[config.mk]
export PLATFORM = sky130hd
export DESIGN_NAME = nbst_level_div
export DESIGN_NICKNAME = d
export VERILOG_FILES = /design/src/rtl/nbst_pkg.sv /design/src/rtl/nbst_level_div.sv
export SDC_FILE = /design/constraint.sdc
export NUM_CORES = 1
export LEC_CHECK = 0
export BUFFER_PORTS_ARGS = -buffer_cell sky130_fd_sc_hd__clkbuf_2
export CORE_UTILIZATION = 26
export CTS_BUF_LIST = sky130_fd_sc_hd__clkbuf_2
export DETAILED_ROUTE_END_ITERATION = 7
export PLACE_DENSITY = 0.5
export SLEW_MARGIN = 20
export SYNTH_ARGS = -nofsm -noshare
export SYNTH_HDL_FRONTEND = slang
export SYNTH_SLANG_ARGS = --single-unit
[constraint.sdc]
create_clock -name clk_i -period 11.35 [get_ports clk_i]
set_input_delay 2.27 -clock clk_i [delete_from_list [all_inputs] [get_ports clk_i]]
set_output_delay 2.27 -clock clk_i [all_outputs]
set_load 0.005 [all_outputs]
[src/rtl/nbst_pkg.sv]
// ----------------------------------------------------------------------------
// nbst_pkg
// Shared types and constants for the nearest box stack table.
// ----------------------------------------------------------------------------
package nbst_pkg;

  localparam int MaxBoxesDefault  = 256;
  localparam int CoordBitsDefault = 24;

  localparam int HeightBits = 20;
  localparam logic [HeightBits-1:0] HeightReset = 20'd38100;

  // z of a box that has left the stack: -100 m
  localparam logic signed [27:0] FarDownUm = -28'sd100000000;

  localparam logic signed [7:0] LevelMax = 8'sd127;
  localparam logic signed [7:0] LevelMin = -8'sd128;

  // register index decoded from paddr[2]
  localparam logic RegBoxHeight = 1'b0;

  typedef enum logic [2:0] {
    ActClear    = 3'd0,
    ActLoad     = 3'd1,
    ActSetPos   = 3'd2,
    ActMoveDown = 3'd3,
    ActNearest  = 3'd4
  } action_e;

endpackage

[src/rtl/nbst_level_div.sv]
// ----------------------------------------------------------------------------
// nbst_level_div
// Stack level of a box top: ceil(n / d) saturated to a signed byte,
// one quotient bit per cycle.
// ----------------------------------------------------------------------------
module nbst_level_div import nbst_pkg::*; #(
  parameter int NW = 27
) (
  input  logic                 clk_i,
  input  logic                 rst_ni,
  input  logic                 start_i,
  input  logic signed [NW-1:0] n_i,
  input  logic [HeightBits:0]  d_i,
  output logic                 done_o,
  output logic signed [7:0]    level_o
);

  localparam int AW = (NW > 30) ? NW : 30;

  logic          busy_q, fin_q, neg_q, sat_q;
  logic [2:0]    k_q;
  logic [AW-1:0] rem_q, dvs_q;
  logic [7:0]    quo_q;

  logic [AW-1:0] mag, trial;
  logic [8:0]    q_up;

  assign mag   = AW'(n_i < 0 ? -n_i : n_i);
  assign trial = dvs_q << k_q;

  always_ff @(posedge clk_i or negedge rst_ni) begin
    if (!rst_ni) begin
      busy_q <= 1'b0;
      fin_q  <= 1'b0;
      k_q    <= '0;
    end else begin
      fin_q <= 1'b0;
      if (start_i) begin
        busy_q <= 1'b1;
        k_q    <= 3'd7;
      end else if (busy_q) begin
        k_q <= k_q - 3'd1;
        if (k_q == 3'd0) begin
          busy_q <= 1'b0;
          fin_q  <= 1'b1;
        end
      end
    end
  end

  always_ff @(posedge clk_i) begin
    if (start_i) begin
      rem_q <= mag;
      dvs_q <= AW'(d_i);
      neg_q <= (n_i < 0);
      sat_q <= (mag >= (AW'(d_i) << 8));
      quo_q <= '0;
    end else if (busy_q && rem_q >= trial) begin
      rem_q      <= rem_q - trial;
      quo_q[k_q] <= 1'b1;
    end
  end

  // positive side rounds up on a remainder, negative side truncates
  assign q_up = {1'b0, quo_q} + 9'(rem_q != '0);

  always_comb begin
    if (neg_q) begin
      level_o = (sat_q || quo_q > 8'd128) ? LevelMin : 8'(-quo_q);
    end else begin
      level_o = (sat_q || q_up > 9'd127) ? LevelMax : signed'(q_up[7:0]);
    end
  end

  assign done_o = fin_q;

endmodule

==> impl_results.md, run 1 <==
- Top_reg_cell synth: edfxtp_1
- Critical-path top delay cell: nor4_1
- Vias per Instance: 5.23
- Max_slew headroom: 45.4%
- Worst Skew: 28.4 ps
- Leak: 2.91 nW
- Clock Path Buffers: 2
- CTS Buf Count: 9
- Vias in the first global route: 5647
- Rows: 57
- Average size of a mapped cell: 8.75 um2
- Clock sinks: 66
- Reg2reg start: k_q[0]$_DFFE_PN0P_
- Clk_lat worst skew: 590 ps
- Initial DRT Pass Iterations: 7
- Post-CTS setup buffer count: 0
- Vias: 5753
- Asr flop ratio synth: 7.58%
- Overall routing resource usage: 15.6%
- Count leader, synth: a21oi_1
- Fin. max-slew vios: 0
- Fmax: 171 MHz
- Reg area: 1880 um2
- Hold Crit Class: reg2reg
- Final period utilization: 51.4%
- R2R setup slack: 6470 ps
- Final Hold Vio Count: 0
- Hold_ws: 570 ps
- CP Launch Type: register
- CP endpoint kind: output port
- DRT antenna net count: 0
- DRT Wirelength: 19600 um
- I/O Buffers: 59
- PD cells: 215 nW/um2
- Synth unique cells: 68
- Total of max-cap violations: 0
- Initial antenna violation count: 1
- Crit path launch: rem_q[1]$_DFFE_PP_
- Post-CTS sizing: 0
- Crit path largest cell delay: 600 ps
- Max IR drop VDD: 0.0782 mV
- Die Span X: 159 um
- Clk slew on worst S/H paths: 230 ps
- Iter 0 DRT Violations: 425
- Status: complete, no violations
- Die footprint: 25400 um2
- Hold_sp: quo_q[7]$_SDFFE_PP0P_
- Setup CP Type: reg2out
- Die Y: 159 um
- Core area: 24300 um2
- Layout Nets: 878
- Total congestion overflow: 0
- Final TNS setup: 0 ps
- P&R area growth vs syn: 11.1%
- Crit-path most repeated cell: ha_1
- Yosys top cell area share: 24.7%
- RePlAce Congestion: 0.853
- First-pass GRT wire length: 31200 um
- CP max FO: 4
- Starting Density: 26.5%
- Slew @ Worst Pin: 818 ps
- Synth Cell Area: 6430 um2
- WL per Instance: 17.8 um
- Crit-path cells: nor4_1, nand4_1, or2_2, ha_1, ha_1, and3_1, nand3_1, nand2_1, mux2i_1, nand2b_1, nor2_1, a22oi_1, clkbuf_2
- RSZ-0062 raised after global routing: false
- Post-synthesis sequential area ratio: 29.2%
- Cells after Synth: 735
- Root buffer cell: clkbuf_2
- Post-route DRC: 0
- Area of the multi-input gates: 4230 um2
- CTS Hold Bufs: 0
- Most area-hungry cell type in the Yosys netlist: edfxtp_1
- Ys Warns: 0
- Largest net degree at the start of global routing: 69
- Synth Register Bits: 66
- Most instantiated cells after synthesis: a21oi_1, nand2_1, ha_1
- Endpoints failing setup: 0
- WP data required: 9080 ps
- Fillers: 2622
- EDFF count, synth: 53
- Share of layout cells above drive strength 1: 14.4%
- H-Tree Depth: 3
- Synth top area cells: edfxtp_1, ha_1, xnor2_1
- Tmin final: 5840 ps
- IO Pins: 60
- TritonCTS clock tree: done
- Worst EP arrival: 3570 ps
- Final HPWL DP: 15500 um
- Post-Route Utilization: 29.4%
## final cells by class
cell class | instances | area share, %
well taps | 324 | 5.67
clock inverters | 7 | 1.19
flip-flops and latches | 66 | 26.3
clock buffers | 9 | 0.630
repair buffers | 65 | 4.76
inverters | 44 | 2.31
multi-input cells | 585 | 59.1
diodes | 1 | 0.0350
## registers in the layout, summed over array words and instances (netlist names)
| register | count |
|---|---|
| busy_q | 1 |
| sat_q | 1 |
| done_o | 1 |
| neg_q | 1 |
| rem_q | 30 |
| quo_q | 8 |
| dvs_q | 21 |
| k_q | 3 |
## worst paths after layout
path / to / depth (start not counted)
worst max-delay path: level_o[4] / 13
worst min-delay path: quo_q[7]$_SDFFE_PP0P_ / 2
worst max register to register: rem_q[9]$_DFFE_PP_ / 14
worst min register to register: quo_q[7]$_SDFFE_PP0P_ / 2
max in group asynchronous: k_q[1]$_DFFE_PN0P_ / 1
min in group asynchronous: done_o$_DFF_PN0_ / 1
## stage by stage
stage / power [mW] / cells / area, um2 / worst slack, ps
after detailed placement: 1.35 / 1084 / 7020 / 6010
after floorplan: 1.11 / 736 / 6440 / 6390
final: 1.54 / 1101 / 7150 / 5510
after CTS: 1.53 / 1100 / 7150 / 5430
after global routing: 1.66 / 1101 / 7150 / 5210
after global placement: 1.36 / 1084 / 7020 / 6080
## layout by cell type, fill, tap and decap left out, types with 27 or more instances in the layout
cell	Yosys	final
clkbuf_2	4	68
nor2_1	46	46
xnor2_1	40	40
edfxtp_1	53	53
ha_1	55	55
a21oi_1	67	67
nand2_1	61	61
inv_1	44	44
o21ai_0	42	42
mux2i_1	27	27
## power by group
group | total (mW) | internal (mW) | switching, mW
Combinational | 0.955 | 0.370 | 0.585
Sequential | 0.416 | 0.361 | 0.0552
Clock | 0.167 | 0.0554 | 0.111
Total | 1.54 | 0.786 | 0.751
## worst max-delay path: cells and delay by family (launching register included)
kind,cells,cell delay (ps)
adders and majority gates,2,410
AOI/OAI and AO/OA,1,80
muxes,1,120
buffers and inverters,1,150
and+or+nand+nor,8,1720
DFF,1,500
## layer usage
| layer | global-route usage, % | part of all wire [%] | vias to the layer above |
|---|---|---|---|
| met5 | 0 | 0 | - |
| met4 | 3.98 | 1.9 | 0 |
| met3 | 2.79 | 4.5 | 26 |
| met2 | 24.0 | 44 | 153 |
| met1 | 22.3 | 50 | 2754 |
| li1 | - | - | 2820 |
## cell families after synthesis
kind of cell | after synthesis | synth area share, %
AO/OA/AOI/OAI | 201 | 19.9
XOR/XNOR | 51 | 6.94
adder cells (fa/ha/maj) | 56 | 11.0
buffers and inverters | 85 | 5.17
flip-flops | 66 | 29.2
multiplexers | 43 | 9.10
other | 1 | 0.0583
AND/OR/NAND/NOR | 232 | 18.7
Note: power is estimated with default switching activity, not from simulation.
==> run 2, diff against run 1 <==
- ABC_AREA: unset -> 1
- clock period: 11.35 -> 5.9 ns (I/O delays scaled with it)
==> run 2 against run 1 <==
Effect of this change: the run now ends with DRC left; combinational power rose by 95%; sequential cell count did not move; first-iteration DRC count up 16%; via count rose by 19%; clock-buffer cell count did not move; clock skew rose by 9.4 ps; critical endpoint is now level_o[0]; core utilization about the same; register-to-register slack worse by 5000 ps; design area grew 7.4%; critical path type unchanged; routed wire length is 13% higher; hold slack worse by 220 ps.
==> impl_results.md, run 2 <==
- Post-CTS sizing: 0 (unchanged)
- Clk_lat worst skew: 600 ps (about the same)
- Vias: 6830 (+19%)
- Gate power share: 62.7% (+0.6 points)
- Hold Crit Class: in2async
- Final Hold Vio Count: 0 (unchanged)
- Share of layout cells above drive strength 1: 11.8% (-2.6 points)
- PD cells: 386 nW/um2 (+79%)
- Endpoints failing setup: 0 (unchanged)
- Clock share of power: 10.4% (-0.4 points)
- Overall routing resource usage: 16.8% (+1.2 points)
- Failing checks: DRC
- P&R area growth vs syn: 10.7%
- IO Pins: 60 (unchanged)
- Average size of a mapped cell: 6.54 um2 (-25%)
- Setup CP Type: reg2out
- Core area: 26100 um2 (+7.5%)
- Initial antenna violation count: 1 (unchanged)
- Crit path launch: rem_q[5]$_DFFE_PP_
- CP endpoint kind: output port
- Total congestion overflow: 0 (unchanged)
- Clock sinks: 66 (unchanged)
- CP max FO: 7 (+3)
- Final HPWL DP: 18200 um (+18%)
- Most area-hungry cell type in the Yosys netlist: edfxtp_1
- Fmax: 210 MHz
- Net Sw Power: 1.55 mW (+110%)
- CP Launch Type: register
- Cells after Synth: 1060 (+44%)
- Max IR drop VDD: 0.115 mV (+46%)
- Starting Density: 26.5% (+0.061 points)
- Asr flop ratio synth: 7.58% (unchanged)
- DRT antenna net count: 0 (unchanged)
- CTS Hold Bufs: 0 (unchanged)
- Flop pwr share: 26.9% (-0.2 points)
- Worst EP arrival: 3570 ps (about the same)
- TritonCTS clock tree: done
- Die Span X: 165 um (+3.7%)
- Top Registers: rem_q: 30 flops, dvs_q: 21 flops, quo_q: 8 flops
- Synth top area cells: edfxtp_1, nand2_1, ha_1
- Iter 0 DRT Violations: 492 (+16%)
- First-pass GRT wire length: 34500 um (+11%)
- Die footprint: 27300 um2 (+7.6%)
- Layout Nets: 1216 (+38%)
- DRT Wirelength: 22100 um (+13%)
- Vias in the first global route: 6386 (+13%)
- Synth Register Bits: 66 (unchanged)
- Clock Path Buffers: 2 (unchanged)
- H-Tree Depth: 3 (unchanged)
- WL per Instance: 15.2 um (-14%)
- Initial DRT Pass Iterations: 7 (unchanged)
- Most frequent cells in the layout: nand2_1, inv_1, nor2_1
- Number of flip-flops in the largest register: 30 (unchanged)
- Final TNS setup: 0 ps (unchanged)
- Rows: 59 (+3.5%)
- EDFF count, synth: 53 (unchanged)
- WP data required: 4720 ps (-4360 ps)
- Worst Skew: 37.8 ps (+9.38 ps)
- Most common cell after layout, fill and taps aside: nand2_1
- Synth Cell Area: 6930 um2 (+7.7%)
- Die Y: 165 um (+3.7%)
- Ys Warns: 0 (unchanged)
- Fin. max-slew vios: 0 (unchanged)
- Register with the most flip-flops: rem_q
- Max_slew headroom: 41.2% (-4.2 points)
- Post-synthesis sequential area ratio: 27.1% (-2.1 points)
- Fillers: 2968 (+13%)
- P_int: 1.41 mW (+79%)
- I/O Buffers: 59 (unchanged)
- Top_reg_cell synth: edfxtp_1
- Leak: 3.67 nW (+26%)
- Most instantiated cells after synthesis: nand2_1, inv_1, nor2_1
- Post-route DRC: 2 (+2)
- Synth unique cells: 46 (-32%)
- Largest net degree at the start of global routing: 66 (-4.3%)
- Vias per Instance: 4.71 (-9.9%)
- CTS Buf Count: 9 (unchanged)
- Pwr Total: 2.96 mW (+93%)
- Total of max-cap violations: 0 (unchanged)
- Post-CTS setup buffer count: 0 (unchanged)
- Root buffer cell: clkbuf_2
- Slew @ Worst Pin: 882 ps (+63.1 ps)
- Yosys top cell area share: 23.0% (-1.8 points)
- Final period utilization: 80.5%
- Switching Fraction: 52.4% (+3.5 points)
- RePlAce Congestion: 0.951 (+11%)
- RSZ-0062 raised after global routing: false
- Status: finished, violations left
- Reg2reg start: k_q[1]$_DFFE_PN0P_
- Tmin final: 4750 ps
- Count leader, synth: nand2_1
- Clk slew on worst S/H paths: 250 ps (+20 ps)
- Post-Route Utilization: 29.4% (about the same)
## run 2: cell types whose count changed after synthesis, moves of 30 or more
cell     previous run  this run
xnor2_1            40        10
nor2_1             46        87
o21ai_0            42        72
nand2_1            61       338
nand3_1            26        59
inv_1              44       130
## run 2: path summary, 6_finish.rpt
| kind | slack, ps | end | depth (start not counted) |
|---|---|---|---|
| min | 350 | k_q[2]$_DFFE_PN0P_ | 1 |
| min in group clk_i | 560 | quo_q[6]$_SDFFE_PP0P_ | 2 |
| max in group asynchronous | 5340 | k_q[0]$_DFFE_PN0P_ | 1 |
| max | 1150 | level_o[0] | 13 |
| min reg2reg | 560 | quo_q[6]$_SDFFE_PP0P_ | 2 |
| max reg2reg | 1440 | rem_q[3]$_DFFE_PP_ | 15 |
## run 2: power by group through the flow
stage,registers (mW),logic (mW),clock network (mW)
after floorplan,0.754,1.35,0
after global placement,0.808,1.83,0
after detailed placement,0.806,1.83,0
after CTS,0.795,1.84,0.313
after global routing,0.812,2.09,0.332
final,0.797,1.86,0.310
## run 2: stage by stage
step	std cells	hold WS, ps	worst slack [ps]	area [um2]
floorplan	1061	484	2370	6930
finish	1450	353	1150	7670
detailed placement	1433	541	1570	7550
global placement	1433	551	1550	7550
CTS	1449	335	1160	7670
global route	1450	313	900	7670
## run 2: logic make-up after synthesis
group	share of synthesized area, %
xor gates and xnor gates	3.86
muxes	0.722
adders and majority gates	10.2
and+or+nand+nor	36.5
AOI/OAI and AO/OA	12.5
DFF	27.1
other	0.0541
buffers and inverters	9.03
## run 2: critical path, stage by stage (launching register included)
cell      delay (ps)
edfxtp_1         460
nor4_1           710
nand4_1          150
or2_2            340
ha_1             200
ha_1             220
nand4_1          120
or2_1            150
nand2_1           60
a21oi_1          150
o21ai_2          120
o21ai_0          160
inv_1             50
clkbuf_2         100
## run 2: final cells by class
| cell class | count | area (um2) | share of cell area, % |
|---|---|---|---|
| Clock buffer | 9 | 45.0 | 0.587 |
| Tap cell | 335 | 419 | 5.46 |
| Inverter | 135 | 507 | 6.60 |
| Multi-Input combinational cell | 835 | 4430 | 57.7 |
| Sequential cell | 66 | 1880 | 24.5 |
| Antenna cell | 1 | 2.50 | 0.0326 |
| Clock inverter | 7 | 75.1 | 0.978 |
| Timing Repair Buffer | 62 | 318 | 4.14 |
## run 2: metal layers
layer	global-route usage (%)	vias up	share of wire [%]	routed length, um
met1	22.9	3051	48	10600
met3	2.40	24	4.8	1070
met2	27.2	183	45	9950
met4	5.13	0	1.9	413
met5	0	-	0	0
li1	-	3572	-	-
==> run 3, diff against run 2 <==
- ABC_AREA: 1 -> 0
- clock period: 5.9 -> 4.7 ns (I/O delays scaled with it)
==> run 3 against run 2 <==
Effect of this change: critical path depth did not move; final cell count is 24% lower; sequential power grew 28%; sequential cell count is the same; clock power increased by 33%; critical endpoint is now level_o[3]; setup slack worse by 880 ps; the run now ends clean; design area is 6.2% lower; hold slack worse by 210 ps.
==> impl_results.md, run 3 (synthesis gave the netlist of run 1 again) <==
- Post-Route Utilization: 29.6% (+0.23 points)
- Vias: 5779 (-15%)
- Post-route DRC: 0 (-2)
- Clock Path Buffers: 2 (unchanged)
- Tmin final: 4430 ps
- Status: complete, no violations
- Core area: 24300 um2 (-6.9%)
- Final Hold Vio Count: 0 (unchanged)
- WL per Instance: 18.1 um (+19%)
- Clk_lat worst skew: 580 ps (-20 ps)
- H-Tree Depth: 3 (unchanged)
- DRT antenna net count: 0 (unchanged)
- Reg2reg start: k_q[0]$_DFFE_PN0P_
- Total congestion overflow: 0 (unchanged)
- Setup CP Type: reg2out
- Max IR drop VDD: 0.157 mV (+37%)
- Non-Filler Instances: 1105 (-24%)
- RePlAce Congestion: 0.858 (-9.8%)
- Max_slew headroom: 33.7% (-7.5 points)
- Rows: 57 (-3.4%)
- Share of layout cells above drive strength 1: 15.0% (+3.2 points)
- Layout Cell Area excl Fill: 7200 um2 (-6.2%)
- Slew @ Worst Pin: 994 ps (+112 ps)
- I/O Buffers: 59 (unchanged)
- PD cells: 526 nW/um2 (+36%)
- Vias in the first global route: 5608 (-12%)
- Clock sinks: 66 (unchanged)
- CTS Buf Count: 9 (unchanged)
- Worst Skew: 31.7 ps (-6.15 ps)
- Total of max-cap violations: 0 (unchanged)
- Final period utilization: 94.2%
- WP data required: 3760 ps (-960 ps)
- DRT Wirelength: 20000 um (-9.6%)
- P&R area growth vs syn: 11.9%
- Leak: 2.94 nW (-20%)
- Initial DRT Pass Iterations: 7 (unchanged)
- Hold_ws: 141 ps (-212 ps)
- Die Y: 159 um (-3.6%)
- Starting Density: 26.5% (-0.061 points)
- Fin. max-slew vios: 0 (unchanged)
- Fmax: 226 MHz
- Worst EP arrival: 3490 ps (-80 ps)
- First-pass GRT wire length: 31200 um (-9.4%)
- CP endpoint kind: output port
- Placed cells: 1089 (-24%)
- CP max FO: 4 (-3)
- Die Span X: 159 um (-3.6%)
- Final HPWL DP: 16000 um (-12%)
- IO Pins: 60 (unchanged)
- Number of flip-flops in the largest register: 30 (unchanged)
- Root buffer cell: clkbuf_2
- Post-CTS setup buffer count: 0 (unchanged)
- Initial antenna violation count: 1 (unchanged)
- TritonCTS clock tree: done
- Most frequent cells in the layout: clkbuf_2, a21oi_1, nand2_1
- CTS Hold Bufs: 0 (unchanged)
- Largest net degree at the start of global routing: 68 (+3.0%)
- Top Registers: rem_q: 30 flops, dvs_q: 21 flops, quo_q: 8 flops
- Crit path launch: rem_q[3]$_DFFE_PP_
- Die footprint: 25400 um2 (-7.1%)
- Post-CTS sizing: 0 (unchanged)
- Endpoints failing setup: 0 (unchanged)
- Placed Area: 7050 um2 (-6.6%)
- Most common cell after layout, fill and taps aside: clkbuf_2
- Vias per Instance: 5.23 (+11%)
- Register with the most flip-flops: rem_q
- CP Launch Type: register
- Hold Crit Class: in2async
- Overall routing resource usage: 15.8% (-0.95 points)
- Layout Nets: 883 (-27%)
- Clk slew on worst S/H paths: 200 ps (-50 ps)
- Final TNS setup: 0 ps (unchanged)
- Iter 0 DRT Violations: 329 (-33%)
- RSZ-0062 raised after global routing: false
run 3: cell types whose count changed in the layout (fill, tap and decap cells not counted), sizes merged, moves of 10 or more:
cell | previous run | this run
mux2i | 5 | 27
nand2b | 0 | 13
nand2 | 350 | 61
o21ai | 80 | 44
or2 | 16 | 3
a21o | 2 | 12
inv | 135 | 45
mux4 | 0 | 12
nor2 | 99 | 47
nand3 | 61 | 26
xnor2 | 10 | 40
run 3: area by class of cell:
class,instances,area [um2]
Antenna cell,1,2.50
Clock buffer,9,45.0
Clock inverter,6,90.1
Fill cell,2626,17100
Inverter,44,165
Multi-Input combinational cell,585,4230
Sequential cell,66,1880
Tap cell,324,405
Timing Repair Buffer,70,378
run 3: worst max-delay path: stages, from the launching register on:
cell,delay (ps)
edfxtp_1,460
nor4_1,430
nand4_1,220
or2_2,360
ha_1,220
ha_1,210
and3_1,220
nand3_1,120
nand2_1,60
mux2i_1,120
nand2b_1,130
nor2_1,150
a22oi_1,90
clkbuf_2,150
run 3: path summary, 6_finish.rpt:
check / end / slack [ps] / cells past startpoint
setup / recovery: level_o[3] / 270 / 13
hold / removal: k_q[2]$_DFFE_PN0P_ / 140 / 1
setup reg to reg: rem_q[9]$_DFFE_PP_ / 610 / 12
hold reg to reg: quo_q[7]$_SDFFE_PP0P_ / 560 / 2
max in group asynchronous: k_q[1]$_DFFE_PN0P_ / 4420 / 1
min in group clk_i: dvs_q[9]$_DFFE_PP_ / 540 / 1
run 3: power breakdown:
| part | internal [mW] | total (mW) | switching, mW |
|---|---|---|---|
| clock | 0.175 | 0.411 | 0.237 |
| combinational | 0.914 | 2.36 | 1.44 |
| sequential | 0.872 | 1.02 | 0.143 |
| total | 1.96 | 3.78 | 1.82 |
run 3: per-layer routing:
metal  routed length, um  GRT usage, %  part of all wire, %
met1                9370          21.2                   47
met2                9160          25.5                   46
met3                1180          3.54                  5.9
met4                 252          4.37                  1.3
met5                   0             0                    0
run 3: per-stage QoR:
stage          worst slack (ps)  total power [mW]
6_report                    272              3.78
5_1_grt                   0.332              4.07
4_1_cts                     126              3.77
3_5_place_dp                412              3.33
3_3_place_gp                459              3.35
2_1_floorplan               447              2.68
